## config.mk

```make
export PLATFORM = sky130hd
export DESIGN_NAME = sks_ctrl
export DESIGN_NICKNAME = d
export VERILOG_FILES = /design/src/sks_pkg.sv /design/src/sks_ctrl.sv
export SDC_FILE = /design/constraint.sdc
export NUM_CORES = 1
export LEC_CHECK = 0
export BUFFER_PORTS_ARGS = -buffer_cell sky130_fd_sc_hd__clkbuf_2
export CAP_MARGIN = 40
export CORE_ASPECT_RATIO = 1.25
export CORE_MARGIN = 5
export CORE_UTILIZATION = 40
export CTS_CLUSTER_DIAMETER = 40
export DETAILED_ROUTE_END_ITERATION = 10
export GPL_TIMING_DRIVEN = 0
export HOLD_SLACK_MARGIN = 0.06
export PLACE_DENSITY = 0.74
export SKIP_CTS_REPAIR_TIMING = 1
export SKIP_LAST_GASP = 1
export SLEW_MARGIN = 20
export SYNTH_ARGS = -nofsm -noshare
export SYNTH_HDL_FRONTEND = slang
export SYNTH_SLANG_ARGS = --single-unit
```

## constraint.sdc

```tcl
create_clock -name i_clk -period 4 [get_ports i_clk]
set_input_delay 0.2 -clock i_clk [delete_from_list [all_inputs] [get_ports i_clk]]
set_output_delay 0.2 -clock i_clk [all_outputs]
set_load 0.01 [all_outputs]
```

## src/sks_pkg.sv

```systemverilog
`default_nettype none

package sks_pkg;

    localparam int KEY_W    = 32;
    localparam int POS_W    = 6;
    localparam int CNT_W    = POS_W + 1;
    localparam int CFG_IDX_W = 8;
    localparam int IN_DATA_W  = 32;
    localparam int OUT_DATA_W = 40;
    localparam int OUT_USER_W = 2;

    localparam logic [CFG_IDX_W-1:0] REG_DESCENDING_ORDER = 8'd0;
    localparam logic [CFG_IDX_W-1:0] REG_KEY_NEEDS_VALID  = 8'd1;

    typedef logic [CNT_W-1:0] t_cnt;

    typedef struct packed {
        logic signed [KEY_W-1:0] key;
        logic [POS_W-1:0]        pos;
    } t_rec;

    typedef struct packed {
        logic load;
        logic sort;
        logic shift;
        logic desc;
        logic odd;
        t_cnt count;
    } t_ctl;

endpackage

`default_nettype wire

```

## src/sks_ctrl.sv

```systemverilog
`default_nettype none

module sks_ctrl #(
    parameter int MAX_RECORDS = 64
) (
    input  wire logic                             i_clk,
    input  wire logic                             i_rst_n,
    input  wire logic                             i_in_fire,
    input  wire logic                             i_valid,
    input  wire logic                             i_last,
    input  wire logic                             i_out_fire,
    input  wire logic                             i_cfg_fire,
    input  wire logic [sks_pkg::CFG_IDX_W-1:0]    i_cfg_index,
    input  wire logic                             i_cfg_data,
    output sks_pkg::t_ctl                         o_ctl,
    output logic                                  o_in_ready,
    output logic                                  o_out_valid,
    output logic                                  o_reordered,
    output logic                                  o_truncated,
    output logic                                  o_last_out
);
    import sks_pkg::*;

    typedef enum logic [2:0] {
        S_LOAD = 3'b001,
        S_SORT = 3'b010,
        S_OUT  = 3'b100
    } t_state;

    localparam t_cnt CAP = t_cnt'(MAX_RECORDS);

    t_state r_state, n_state;
    t_cnt   r_count, n_count;
    t_cnt   r_phase, n_phase;
    logic   r_all_valid, n_all_valid;
    logic   r_ovf, n_ovf;
    logic   r_reordered, n_reordered;
    logic   r_truncated, n_truncated;
    logic   r_desc, r_knv;

    always_ff @(posedge i_clk) begin
        if (!i_rst_n) begin
            r_desc <= 1'b0;
            r_knv  <= 1'b0;
        end else if (i_cfg_fire) begin
            unique case (i_cfg_index)
                REG_DESCENDING_ORDER: r_desc <= i_cfg_data;
                REG_KEY_NEEDS_VALID:  r_knv  <= i_cfg_data;
                default: ;
            endcase
        end
    end

    always_comb begin
        logic av;
        logic ov;
        n_state     = r_state;
        n_count     = r_count;
        n_phase     = r_phase;
        n_all_valid = r_all_valid;
        n_ovf       = r_ovf;
        n_reordered = r_reordered;
        n_truncated = r_truncated;
        av = r_all_valid;
        ov = r_ovf;
        unique case (r_state)
            S_LOAD: begin
                if (i_in_fire) begin
                    if (r_count < CAP) begin
                        n_count = r_count + t_cnt'(1);
                        av = r_all_valid && i_valid;
                    end else begin
                        ov = 1'b1;
                    end
                    n_all_valid = av;
                    n_ovf       = ov;
                    if (i_last) begin
                        n_reordered = !(r_knv && !av);
                        n_truncated = ov;
                        n_phase     = '0;
                        n_state     = (r_knv && !av) ? S_OUT : S_SORT;
                    end
                end
            end
            S_SORT: begin
                n_phase = r_phase + t_cnt'(1);
                if (r_phase == r_count - t_cnt'(1)) begin
                    n_state = S_OUT;
                end
            end
            S_OUT: begin
                if (i_out_fire) begin
                    n_count = r_count - t_cnt'(1);
                    if (r_count == t_cnt'(1)) begin
                        n_all_valid = 1'b1;
                        n_ovf       = 1'b0;
                        n_state     = S_LOAD;
                    end
                end
            end
            default: n_state = S_LOAD;
        endcase
    end

    always_ff @(posedge i_clk) begin
        if (!i_rst_n) begin
            r_state     <= S_LOAD;
            r_count     <= '0;
            r_phase     <= '0;
            r_all_valid <= 1'b1;
            r_ovf       <= 1'b0;
            r_reordered <= 1'b0;
            r_truncated <= 1'b0;
        end else begin
            r_state     <= n_state;
            r_count     <= n_count;
            r_phase     <= n_phase;
            r_all_valid <= n_all_valid;
            r_ovf       <= n_ovf;
            r_reordered <= n_reordered;
            r_truncated <= n_truncated;
        end
    end

    assign o_in_ready  = (r_state == S_LOAD);
    assign o_out_valid = (r_state == S_OUT);
    assign o_reordered = r_reordered;
    assign o_truncated = r_truncated;
    assign o_last_out  = (r_count == t_cnt'(1));

    assign o_ctl.load  = (r_state == S_LOAD) && i_in_fire;
    assign o_ctl.sort  = (r_state == S_SORT);
    assign o_ctl.shift = (r_state == S_OUT) && i_out_fire;
    assign o_ctl.desc  = r_desc;
    assign o_ctl.odd   = r_phase[0];
    assign o_ctl.count = r_count;

endmodule

`default_nettype wire

```

==> impl_metrics.ini, run 1 <==
[run_status]
status = finished clean

[hold_path]
holdPathStages = 3
hold_path.class = primary input to flip-flop

[power_and_ir_drop]
p_leak_uw = 0.000689
totalPowerFinal_uw = 497
power_density_nw_per_um2 = 295
max-vdd-ir-drop_uv = 272

[detailed_routing]
post_drt_wl_per_cell_um = 13.6
drt-initial-drc-count = 50
vias_per_cell = 5.41
drc = 0
antenna_left = 0
wl_mm = 3.31
drtPass1Iterations = 6
num_vias = 1315

[synth]
yosysWarnings = 0
synth_top_flop_cell = dfxtp_1
synth.avg_cell_area_um2 = 8.53
synth_top_area_share_pct = 32.1
ys_top_cells_by_area = dfxtp_1 (32%), xnor2_1 (7.3%), nor2_1 (5.5%)
syn_area_um2 = 1430
async_reset_ff_share_pct = 0
ys_types = 44
ys_seq_elements = 23
syn_nets = 188
yosys.area.top_type = dfxtp_1
synth-seq-area-share_pct = 32.1
synth_edf_count = 0
syn_inst = 168

[clock_tree]
cts_buffer_depth = 2
cts_root_buf = clkbuf_8
cts_tree = built
worst_skew_pair.late_latency_ns = 0.27
clock_sinks = 23
cts_buffers = 3
h-tree-depth = 1
clk_pin_slew_ns = 0.09

[global_route]
antenna_found_initial = 0
grt_overflow_total = 0
grt_pass1_vias = 1206
grt_start_max_net_pins = 13
grt_usage_pct = 13.5
grt_pass1_wl_mm = 5.42

[cells_and_area]
fin_cells = 243
diodes = 0
area_delta_synth_final_pct = 17.7
drive_gt1_share_pct = 26.5
final_area_um2 = 1690
nFillCells = 336
fin_nets = 225

[floorplan]
die_h_um = 76.9
ioPinCount = 33
die_w_um = 63.6
dieArea_um2 = 4890
coreArea_um2 = 3480
std_cell_rows = 24
start_util_pct = 41.2

[critical_path]
timing.critical_path.from_type = flip-flop
criticalPathCategory = flip-flop to flip-flop
max_stage_delay_ns = 0.40
cp_slowest_cell = dfxtp_1
path_cells = clkbuf_1 -> inv_1 -> ha_1 -> nand2b_1 -> o22ai_1 -> a31oi_1 -> a211oi_1 -> o2bb2ai_1
crit_required_ns = 4.19
critPathArrivalTime_ns = 2.23
ff2ff_path_depth = 8
critPathCaptureType = flip-flop
worstPathMaxFanout = 8

[placed_design]
dp_hpwl_mm = 2.52
portBuffers = 32
place_area_um2 = 1640
dp_cells = 239
place_congestion = 0.822

[timing]
tightest_slew_ns = 0.528
maxSlewHeadroom_pct = 64.8
setup_viol = 0
timing_hold_violations_final = 0
max_freq_ghz = 0.488
rsz0062_at_grt = false
slew_viol_final = 0
min_period_ns = 2.05
tns_ns = 0
fin_skew_ns = 0.00740
period_share_pct = 51.2

[job]
cap_viol_max_count = 0
## state kept, by name (all words and copies together) (netlist names)
signal       count
r_ovf            1
r_knv            1
o_reordered      1
r_phase          7
r_state          3
r_desc           1
o_truncated      1
r_count          7
r_all_valid      1
## critical path, delay by kind of cell, from the launching register on
kind | cells | cell delay (ns)
AOI/OAI and AO/OA | 4 | 0.59
adders and majority gates | 1 | 0.29
buffers and inverters | 2 | 0.49
DFF | 1 | 0.40
and+or+nand+nor | 1 | 0.19
## final timing paths
check	end	slack [ns]	startpoint
worst max register to register	r_state[2]$_SDFFE_PN0P_	1.95	r_count[0]$_SDFFE_PN0P_
worst min register to register	r_all_valid$_SDFFE_PN1P_	0.46	r_all_valid$_SDFFE_PN1P_
worst max-delay path	r_state[2]$_SDFFE_PN0P_	1.95	r_count[0]$_SDFFE_PN0P_
worst min-delay path	r_all_valid$_SDFFE_PN1P_	0.17	i_valid
## layout make-up
| type | instances | area [µm²] | area share (%) |
|---|---|---|---|
| clock buffer | 4 | 45.0 | 2.67 |
| multi-input combinational | 130 | 886 | 52.5 |
| inverter | 5 | 23.8 | 1.41 |
| sequential | 23 | 460 | 27.3 |
| buffer | 10 | 63.8 | 3.78 |
| tap | 39 | 48.8 | 2.89 |
| timing repair buffer | 32 | 160 | 9.49 |
## power breakdown
group          leakage [µW]  total [µW]  internal [µW]  switching (µW)
logic              0.000479         105           45.5            59.2
registers          0.000187         246            236            10.0
clock network     0.0000228         147           71.2            75.4
total              0.000689         497            353             145
## logic make-up after synthesis
group / synth area share [%]
buffers and inverters: 6.11
DFF: 32.1
adders and majority gates: 3.49
and+or+nand+nor: 27.7
AOI/OAI and AO/OA: 17.0
xor gates and xnor gates: 12.2
muxes: 1.40
## layer usage
layer	track usage (%)	wire length, µm
met5	0	0
met4	5.20	63
met3	2.49	196
met2	22.9	1590
met1	16.7	1470
## stage by stage
stage	setup slack [ns]	utilization, %	hold WS (ns)
2_1_floorplan	2.17	-	0.276
3_3_place_gp	2.01	47.2	0.440
3_5_place_dp	1.98	47.2	0.448
4_1_cts	1.96	48.5	0.170
5_1_grt	1.83	48.5	0.178
6_report	1.95	48.5	0.170
## cell usage after synthesis (all sizes together) (5+ instances only)
cell and count:
dfxtp 23, nor2 21, nand2 13, xnor2 12
o21ai 8, xor2 8, a21oi 7, buf 7
nand2b 6, nand3 6, a211oi 5, a31oi 5
## cells in the final DEF (no fill, tap or decap), drive strengths merged, types with 5 or more instances in the layout
master  Yosys  layout
a211oi      5       5
a21oi       7       7
a31oi       5       5
buf         7       7
clkbuf      3      39
dfxtp      23      23
nand2      13      13
nand2b      6       6
nand3       6       6
nor2       21      21
o21ai       8       8
xnor2      12      12
xor2        8       8
Power figures use the tool's default switching activity.
==> inputs of run 2 (changes only) <==
Clock period 4 ns to 1.9 ns, I/O delays scaled along.
==> impl_metrics.ini, run 2 (same netlist as run 1, synthesis figures left out) <==
[run_status]
status = finished clean

[timing]
maxSlewHeadroom_pct = 66.0
tns_ns = 0
timing_hold_violations_final = 0
fin_skew_ns = 0.00644
tightest_slew_ns = 0.510
timing.hold.ws_ns = 0.0652
max_freq_ghz = 0.574
period_share_pct = 91.6
slew_viol_final = 0
rsz0062_at_grt = false
setup_viol = 0
min_period_ns = 1.74

[critical_path]
timing.critical_path.from_type = flip-flop
critPathArrivalTime_ns = 1.93
worstPathMaxFanout = 8
critPathCaptureType = flip-flop
crit_required_ns = 2.09
r2r_slack_ns = 0.16
ff2ff_path_depth = 8
r2r_start = r_count[0]$_SDFFE_PN0P_
regToRegEndpoint = r_state[2]$_SDFFE_PN0P_
criticalPathCategory = flip-flop to flip-flop

[floorplan]
dieArea_um2 = 4890
coreArea_um2 = 3480
die_h_um = 76.9
start_util_pct = 41.2
ioPinCount = 33
die_w_um = 63.6
std_cell_rows = 24

[placed_design]
place_congestion = 0.822
dp_hpwl_mm = 2.52
portBuffers = 32
dp_cells = 239

[global_route]
grt_start_max_net_pins = 13
grt_pass1_wl_mm = 5.42
grt_usage_pct = 13.5
antenna_found_initial = 0
grt_overflow_total = 0
grt_pass1_vias = 1206

[clock_tree]
worst_skew_pair.late_latency_ns = 0.26
clock_sinks = 23
clk_pin_slew_ns = 0.08
h-tree-depth = 1
cts_buffers = 3
cts_tree = built
cts_root_buf = clkbuf_8
cts_buffer_depth = 2

[detailed_routing]
drc = 0
vias_per_cell = 5.38
drtPass1Iterations = 4
post_drt_wl_per_cell_um = 13.7
wl_mm = 3.33
antenna_left = 0
num_vias = 1307
drt-initial-drc-count = 45

[cells_and_area]
regArea_um2 = 463
area_delta_synth_final_pct = 18.1
fin_cells = 243
fin_nets = 225
drive_gt1_share_pct = 27.9
top_regs = r_count x7, r_phase x7, r_state x3
diodes = 0
multi_input_area_um2 = 886
final_common_cell = clkbuf_2
final_cell_mix = clkbuf_2 (32), nor2_1 (21), dfxtp_1 (21)
nFillCells = 337

[hold_path]
hold_end = r_all_valid$_SDFFE_PN1P_
hold_path.class = primary input to flip-flop
hp-start = i_valid
holdPathStages = 3

[power_and_ir_drop]
p_leak_uw = 0.000693
max-vdd-ir-drop_uv = 567
power_density_nw_per_um2 = 618
totalPowerFinal_uw = 1050

[job]
cap_viol_max_count = 0
[run 2: area by class of cell]
cell class / instances / area share (%)
multi-input combinational: 130 / 52.3
sequential: 23 / 27.3
timing repair buffer: 32 / 9.45
buffer: 10 / 3.99
tap: 39 / 2.88
clock buffer: 4 / 2.66
inverter: 5 / 1.40
[run 2: worst max path at each step]
stage / start / endpoint / depth (start not counted)
after global routing: r_count[6]$_SDFFE_PN0P_ / r_count[4]$_SDFFE_PN0P_ / 6
after CTS: r_count[0]$_SDFFE_PN0P_ / r_state[2]$_SDFFE_PN0P_ / 8
after global placement: r_count[0]$_SDFFE_PN0P_ / r_state[1]$_SDFFE_PN0P_ / 8
final: r_count[0]$_SDFFE_PN0P_ / r_state[2]$_SDFFE_PN0P_ / 8
after floorplan: r_count[0]$_SDFFE_PN0P_ / r_state[1]$_SDFFE_PN0P_ / 8
after detailed placement: r_count[0]$_SDFFE_PN0P_ / r_state[2]$_SDFFE_PN0P_ / 8
[run 2: worst max-delay path: stages, from the launching register on]
cell and delay (ns):
dfxtp_2 0.37, buf_4 0.18, inv_1 0.06, ha_1 0.27, nand2b_1 0.19, o22ai_1 0.14, a31oi_1 0.07, a211oi_1 0.23
o2bb2ai_1 0.15
[run 2: metal layers]
layer,vias to the layer above,track usage (%),wire length [µm]
met4,0,5.20,61
met5,-,0,0
met1,617,16.7,1530
met2,26,22.9,1550
met3,6,2.49,182
li1,658,-,-
[run 2: metrics by stage]
| step | worst slack [ns] | utilization [%] | area, µm² |
|---|---|---|---|
| global route | 0.0481 | 48.6 | 1690 |
| CTS | -0.143 | 48.5 | 1690 |
| floorplan | 0.0659 | - | 1430 |
| finish | 0.159 | 48.6 | 1690 |
| global placement | -0.0916 | 47.2 | 1640 |
| detailed placement | -0.118 | 47.2 | 1640 |
[run 2: report_power, final]
part	switching, µW	internal, µW	total, µW
logic	125	98.7	224
registers	21.1	499	520
clock network	153	150	303
