`src/sks_pkg.sv`:
```
`default_nettype none

package sks_pkg;

    localparam int KEY_W    = 32;
    localparam int POS_W    = 6;
    localparam int CNT_W    = POS_W + 1;
    localparam int CFG_IDX_W = 8;
    localparam int IN_DATA_W  = 32;
    localparam int OUT_DATA_W = 40;
    localparam int OUT_USER_W = 2;

    localparam logic [CFG_IDX_W-1:0] REG_DESCENDING_ORDER = 8'd0;
    localparam logic [CFG_IDX_W-1:0] REG_KEY_NEEDS_VALID  = 8'd1;

    typedef logic [CNT_W-1:0] t_cnt;

    typedef struct packed {
        logic signed [KEY_W-1:0] key;
        logic [POS_W-1:0]        pos;
    } t_rec;

    typedef struct packed {
        logic load;
        logic sort;
        logic shift;
        logic desc;
        logic odd;
        t_cnt count;
    } t_ctl;

endpackage

`default_nettype wire

```
`src/sks_cell.sv`:
```
`default_nettype none

module sks_cell #(
    parameter int IDX = 0
) (
    input  wire logic                     i_clk,
    input  wire sks_pkg::t_ctl            i_ctl,
    input  wire logic signed [31:0]       i_key,
    input  wire sks_pkg::t_rec            i_left,
    input  wire logic                     i_left_gt,
    input  wire sks_pkg::t_rec            i_right,
    output sks_pkg::t_rec                 o_rec,
    output logic                          o_gt
);
    import sks_pkg::*;

    localparam logic PAR      = 1'(IDX % 2);
    localparam logic HAS_LEFT = (IDX > 0);

    t_rec r_rec;
    t_rec n_rec;
    logic w_right_act;
    logic w_left_act;

    assign o_rec = r_rec;
    assign o_gt  = i_ctl.desc ? (r_rec.key < i_right.key) : (r_rec.key > i_right.key);

    assign w_right_act = i_ctl.sort && (PAR == i_ctl.odd) && (t_cnt'(IDX + 1) < i_ctl.count);
    assign w_left_act  = i_ctl.sort && HAS_LEFT && (PAR != i_ctl.odd)
                         && (t_cnt'(IDX) < i_ctl.count);

    always_comb begin
        n_rec = r_rec;
        if (i_ctl.load && (i_ctl.count == t_cnt'(IDX))) begin
            n_rec.key = i_key;
            n_rec.pos = POS_W'(IDX);
        end else if (i_ctl.shift) begin
            n_rec = i_right;
        end else if (w_right_act && o_gt) begin
            n_rec = i_right;
        end else if (w_left_act && i_left_gt) begin
            n_rec = i_left;
        end
    end

    always_ff @(posedge i_clk) begin
        r_rec <= n_rec;
    end

endmodule

`default_nettype wire

```
`config.mk`:
```
export PLATFORM = sky130hd
export DESIGN_NAME = sks_cell
export DESIGN_NICKNAME = d
export VERILOG_FILES = /design/src/sks_pkg.sv /design/src/sks_cell.sv
export SDC_FILE = /design/constraint.sdc
export NUM_CORES = 1
export LEC_CHECK = 0
export BUFFER_PORTS_ARGS = -buffer_cell sky130_fd_sc_hd__buf_2
export CORE_ASPECT_RATIO = 1.4
export CORE_MARGIN = 3
export CORE_UTILIZATION = 45
export CTS_BUF_LIST = sky130_fd_sc_hd__clkbuf_4 sky130_fd_sc_hd__clkbuf_8
export CTS_CLUSTER_SIZE = 12
export DETAILED_ROUTE_END_ITERATION = 10
export GPL_TIMING_DRIVEN = 0
export PLACE_DENSITY = 0.91
export SKIP_LAST_GASP = 1
export SYNTH_ARGS = -nofsm -noshare
export SYNTH_HDL_FRONTEND = slang
export SYNTH_SLANG_ARGS = --single-unit
```
`constraint.sdc`:
```
create_clock -name i_clk -period 9.8 [get_ports i_clk]
set_input_delay 1.47 -clock i_clk [delete_from_list [all_inputs] [get_ports i_clk]]
set_output_delay 1.47 -clock i_clk [all_outputs]
set_load 0.1 [all_outputs]
```
==> impl_metrics.env, run 1 <==
export IMPL_fin_setup_tns_ps=0
export IMPL_skew_ps=6.655
export IMPL_rsz0062_at_grt="false"
export IMPL_ys_types=36
export IMPL_post_cts_buffers=0
export IMPL_die_h_um=94.87
export IMPL_clock_sinks=38
export IMPL_hold_viol_final=0
export IMPL_drt_iter0_drc=163
export IMPL_setup_viol=0
export IMPL_n_antenna_cell=0
export IMPL_power_density_nw_per_um2=159.8
export IMPL_fin_crit_sh_pct=53.60
export IMPL_postCtsHoldBufs=0
export IMPL_vias=2232
export IMPL_viasPerCell=5.239
export IMPL_antenna_found_initial=0
export IMPL_crit_type="input pin to primary output"
export IMPL_p_sw_share_pct=39.90
export IMPL_timing_max_cap_violations=0
export IMPL_hold_ws_ps=506.9
export IMPL_nets=513
export IMPL_cp_max_fo=8
export IMPL_overflow=0
export IMPL_grt_pass1_wl_um=10070
export IMPL_yosys_area_share_simple_pct=9.561
export IMPL_syn_nets=382
export IMPL_ant_nets=0
export IMPL_p_sw_uw=214.5
export IMPL_synth_top_family_by_area="adder cells"
export IMPL_fp_row_count=31
export IMPL_grt_pass1_vias=2376
export IMPL_ys_seq_area_share_pct=42.58
export IMPL_synth_compound_area_share_pct=12.27
export IMPL_wire_per_inst_um=14.36
export IMPL_die_width_um=69.48
export IMPL_drive_gt1_share_pct=48.61
export IMPL_clk_pin_slew_worst_paths_ps=80
export IMPL_synth_fa_ha_area_share_pct=15.77
export IMPL_cts_tree="yes"
export IMPL_start_util_pct=47.77
export IMPL_dieArea_um2=6592
export IMPL_clock_latency_ps=290
export IMPL_fmax_mhz=190.4
export IMPL_grt_max_degree=12
export IMPL_worst_ep_arrival_time_ps=3780
export IMPL_end_kind="primary output"
export IMPL_max_vdd_ir_drop_v=0.00007740
export IMPL_dpl_hpwl_um=5215
export IMPL_drv_slew=0
export IMPL_cts_buffer_depth=2
export IMPL_largest_reg_flops=38
export IMPL_internal_power_uw=323.1
export IMPL_fin_crit_ps=5253
export IMPL_place_gp_congestion=0.7992
export IMPL_worst_hold_path_type="register to register"
export IMPL_cts_resized=0
export IMPL_syn_inst=228
export IMPL_synth_mux_area_share_pct=14.19
export IMPL_syn_area_um2=2539
export IMPL_synth_seq_cells=38
export IMPL_cts_root_buf="clkbuf_8"
export IMPL_tightest_slew_ps=711.0
export IMPL_track_usage_pct=19.03
export IMPL_dr_pass1_iters=4
export IMPL_area_growth_pct=32.48
export IMPL_core_um2=5314
export IMPL_combPwrFrac_pct=37.8
export IMPL_drcViolationCount=0
export IMPL_h_tree_depth=2
export IMPL_p_leak_nw=1.648
export IMPL_numCtsBuffers=5
export IMPL_synth_xor_area_share_pct=0
export IMPL_clkPwrFrac_pct=25.2
export IMPL_ys_warn_count=0
export IMPL_postSynthAreaPerCell_um2=11.13
export IMPL_required_ps=8330
export IMPL_power_frac_seq_pct=37.1
export IMPL_ios=161
export IMPL_relSlewSlack_pct=52.39
export IMPL_io_buffers=121
export IMPL_outcome="finished, final reports clean"
export IMPL_drt_total_wl_um=6117
export IMPL_cp_start_kind="input pin"
## power groups by stage
| stage | clock network (mW) | registers [mW] | logic (mW) |
|---|---|---|---|
| after floorplan | 0 | 0.303 | 0.0567 |
| after global placement | 0 | 0.203 | 0.198 |
| after detailed placement | 0 | 0.203 | 0.204 |
| after CTS | 0.140 | 0.199 | 0.204 |
| after global routing | 0.143 | 0.201 | 0.216 |
| final | 0.135 | 0.199 | 0.203 |
## synth_stat cells, drive strengths merged
library cell / n / area [um^2]
a2111oi: 1 / 15.01
a21bo: 1 / 10.01
a21boi: 6 / 45.04
a21o: 2 / 16.27
a21oi: 16 / 80.08
a2bb2oi: 1 / 8.760
a32o: 1 / 10.01
and2: 1 / 8.760
and2b: 1 / 8.760
and3: 1 / 7.510
buf: 2 / 7.510
clkbuf: 2 / 7.510
clkinv: 1 / 3.750
dfxtp: 6 / 120.1
edfxtp: 32 / 960.9
ha: 32 / 400.4
inv: 33 / 123.9
mux2: 32 / 360.4
nand2: 11 / 41.29
nand3: 8 / 40.04
nand3b: 1 / 7.510
nand4: 6 / 43.79
nand4b: 2 / 17.52
nor2: 4 / 15.01
nor2b: 1 / 6.260
nor3: 3 / 15.01
nor4: 3 / 25.02
o211ai: 9 / 67.56
o21ai: 5 / 25.02
o22ai: 1 / 6.260
o2bb2ai: 1 / 15.01
o31ai: 1 / 12.51
or2: 1 / 6.260
## cell families after synthesis
| group | count (synthesis) |
|---|---|
| fa+ha+maj | 32 |
| mux | 32 |
| flops | 38 |
| compound gates | 45 |
| simple gates | 43 |
| buf+inv | 38 |
## metal layers
metal / up-vias / track usage [%] / share of wire, %
met5: - / 0 / 0
met3: 12 / 4.366 / 6.7
met4: 0 / 6.515 / 1.8
li1: 1108 / - / -
met1: 1021 / 20.47 / 36
met2: 91 / 36.31 / 55
## layout by cell type (no fill, tap or decap), types with 2 or more instances in the layout
master and n:
ha_1 32, inv_1 33, nand2_1 11, nor2_1 4, nand4b_1 2, mux2_2 32
o211ai_1 9, clkbuf_1 2, nand4_1 5, nand3_1 8, a21boi_1 6, dfxtp_1 6
clkbuf_8 5, a21oi_1 16, nor4_1 2, o21ai_0 5, edfxtp_1 32, clkbuf_4 2
nor3_1 3, buf_2 121, buf_4 3, buf_1 2
## final timing paths
| check | slack [ps] | end | startpoint | cells past startpoint |
|---|---|---|---|---|
| setup / recovery | 4550 | o_gt | i_right[37] | 11 |
| hold / removal | 510 | o_rec[2] | o_rec[2] | 2 |
| setup reg to reg | 6300 | o_rec[25] | o_rec[21] | 10 |
| hold reg to reg | 510 | o_rec[2] | o_rec[2] | 2 |
## critical path, cell delays in order
cell and delay [ps]:
buf_2 100, inv_1 40, ha_1 360, nand4_2 170
nor4_2 320, and2_4 230, o31ai_2 100, a32o_1 300
o2bb2ai_2 330, inv_1 60, buf_2 300
## layout make-up
| class | instances | area, um^2 |
|---|---|---|
| Tap cell | 66 | 82.58 |
| Inverter | 34 | 127.6 |
| Sequential cell | 38 | 1081 |
| Buffer | 4 | 15.01 |
| Clock buffer | 7 | 83.83 |
| Multi-Input combinational cell | 152 | 1315 |
| Timing Repair Buffer | 124 | 628.1 |
| Fill cell | 439 | 1951 |
| Clock inverter | 1 | 30.03 |
## metrics by stage
step                power (mW)  setup WS, ps  cells  util [%]  instance area, um^2
floorplan               0.3600          4808    228         -                 2539
global placement        0.4005          3742    415     60.73                 3227
detailed placement      0.4064          4556    418     61.15                 3249
CTS                     0.5438          4530    426     63.29                 3363
global route            0.5604          4331    426     63.29                 3363
finish                  0.5376          4547    426     63.29                 3363
Note: power is estimated with default switching activity, not from simulation.
==> run 2: changes to the inputs <==
Settings changed: CORE_UTILIZATION 45 to 44, PLACE_DENSITY 0.91 to 0.89.
Clock period 9.8 ns to 5.5 ns, I/O delays scaled along.
==> run 2 against run 1 <==
Compared with the run above:
- via count increased by 0.67%
- die area increased by 2.1%
- non-clock buffer count unchanged
- first-iteration DRC count decreased by 48%
- total power increased by 72%
- flip-flop and latch count unchanged
- combinational power increased by 79%
- design area decreased by 0.30%
- sequential share of layout area increased by 0.096 points
- final cell count increased by 0.47%
- critical endpoint unchanged
- largest cell class unchanged
- highest routed layer unchanged
==> impl_metrics.env, run 2 (synthesis results as in run 1) <==
export IMPL_fin_crit_ps=3987
export IMPL_antenna_found_initial=0
export IMPL_fp_row_count=32
export IMPL_crit_chain="buf_2 > inv_1 > ha_1 > nand4_1 > nor4_1 > a21oi_1 > a32o_1 > o2bb2ai_2 > inv_1 > buf_2"
export IMPL_n_antenna_cell=0
export IMPL_final_cell_mix="buf_2 (121), inv_1 (33), mux2_2 (32), ha_1 (32), edfxtp_1 (32)"
export IMPL_drt_iter0_drc=85
export IMPL_clock_sinks=38
export IMPL_required_ps=4680
export IMPL_cts_resized=0
export IMPL_crit_type="input pin to primary output"
export IMPL_largest_reg_flops=38
export IMPL_rsz0062_at_grt="false"
export IMPL_ios=161
export IMPL_path_delay_family="simple AND/OR/NAND/NOR gates"
export IMPL_p_leak_nw=1.643
export IMPL_fin_util_pct=60.25
export IMPL_post_cts_buffers=0
export IMPL_timing_max_cap_violations=0
export IMPL_hold_viol_final=0
export IMPL_io_buffers=121
export IMPL_clk_pin_slew_worst_paths_ps=70
export IMPL_power_density_nw_per_um2=275.5
export IMPL_fin_setup_tns_ps=0
export IMPL_core_um2=5565
export IMPL_worst_ep_arrival_time_ps=3160
export IMPL_outcome="finished, final reports clean"
export IMPL_die_width_um=70.20
export IMPL_drive_gt1_share_pct=48.61
export IMPL_h_tree_depth=2
export IMPL_max_vdd_ir_drop_v=0.0001893
export IMPL_power_total_uw=923.8
export IMPL_grt_pass1_vias=2285
export IMPL_multi_input_area_um2=1315
export IMPL_drv_slew=0
export IMPL_numCtsBuffers=5
export IMPL_path_buf_inv=4
export IMPL_seq_area_um2=1081
export IMPL_dieArea_um2=6730
export IMPL_cts_tree="yes"
export IMPL_relSlewSlack_pct=54.70
export IMPL_hold_ws_ps=504.1
export IMPL_cts_buffer_depth=2
export IMPL_die_h_um=95.88
export IMPL_ant_nets=0
export IMPL_fmax_mhz=250.8
export IMPL_cts_root_buf="clkbuf_8"
export IMPL_fin_crit_sh_pct=72.49
export IMPL_dr_pass1_iters=4
export IMPL_fillers=472
export IMPL_nets=513
export IMPL_skew_ps=14.20
export IMPL_layout_commonest_cell="buf_2"
export IMPL_grt_max_degree=12
export IMPL_wire_per_inst_um=14.25
export IMPL_tightest_slew_ps=676.6
export IMPL_grt_pass1_wl_um=9853
export IMPL_postCtsHoldBufs=0
export IMPL_dpl_hpwl_um=5162
export IMPL_drt_total_wl_um=6099
export IMPL_drcViolationCount=0
export IMPL_track_usage_pct=18.40
export IMPL_end_kind="primary output"
export IMPL_vias=2247
export IMPL_clock_latency_ps=290
export IMPL_setup_viol=0
export IMPL_cp_start_kind="input pin"
export IMPL_critPathMaxStageDelay_ps=540
export IMPL_start_util_pct=45.62
export IMPL_viasPerCell=5.250
export IMPL_area_growth_pct=32.08
export IMPL_overflow=0
export IMPL_worst_hold_path_type="register to register"
export IMPL_cp_max_fo=8
export IMPL_place_gp_congestion=0.7554
export IMPL_slowest_stage="nor4_1"
[run 2: changes by cell type in the layout (fill, tap and decap cells not counted)]
cell / previous run / this run
buf_4: 3 / 2
buf_6: 0 / 1
bufinv_16: 1 / 0
clkbuf_8: 5 / 6
[run 2: path summary, 6_finish.rpt]
check,startpoint,end,slack (ps),cells past startpoint
max,i_right[21],o_gt,1510,10
min,o_rec[0],o_rec[0],500,2
max reg2reg,o_rec[37],o_rec[22],2110,10
min reg2reg,o_rec[0],o_rec[0],500,2
[run 2: per-layer routing]
| layer | vias up | global-route usage [%] | part of all wire [%] |
|---|---|---|---|
| met5 | - | 0 | 0 |
| met4 | 0 | 5.751 | 1.4 |
| met3 | 9 | 4.389 | 6.3 |
| met2 | 89 | 36.12 | 56 |
| met1 | 1043 | 19.16 | 36 |
| li1 | 1106 | - | - |
[run 2: through the flow]
step / instance area [um^2] / instances / setup WS (ps)
final: 3353 / 428 / 1513
after global routing: 3353 / 428 / 1281
after CTS: 3353 / 428 / 1496
after detailed placement: 3256 / 420 / 1501
after global placement: 3229 / 417 / 181.8
after floorplan: 2539 / 228 / 1061
[run 2: worst register-to-register path, stage by stage, from the launching register on]
cell and delay [ps]:
edfxtp_1 400, ha_1 380, nand4_2 180, nor4_2 330
and2_4 220, o31ai_2 100, a21bo_2 250, o2bb2ai_2 180
o211ai_1 600, buf_6 240, buf_4 210
[run 2: area by class of cell]
type                            count  area share, %
Timing Repair Buffer              124          18.84
Sequential cell                    38          32.24
Inverter                           34          3.806
Tap cell                           68          2.537
Clock buffer                        8          2.910
Buffer                              4         0.4478
Multi-Input combinational cell    152          39.22
[run 2: power by group]
part / total, mW / internal [mW] / switching (mW)
Combinational: 0.363 / 0.0892 / 0.274
Clock: 0.206 / 0.112 / 0.0934
Sequential: 0.355 / 0.342 / 0.0131
Total: 0.924 / 0.543 / 0.381
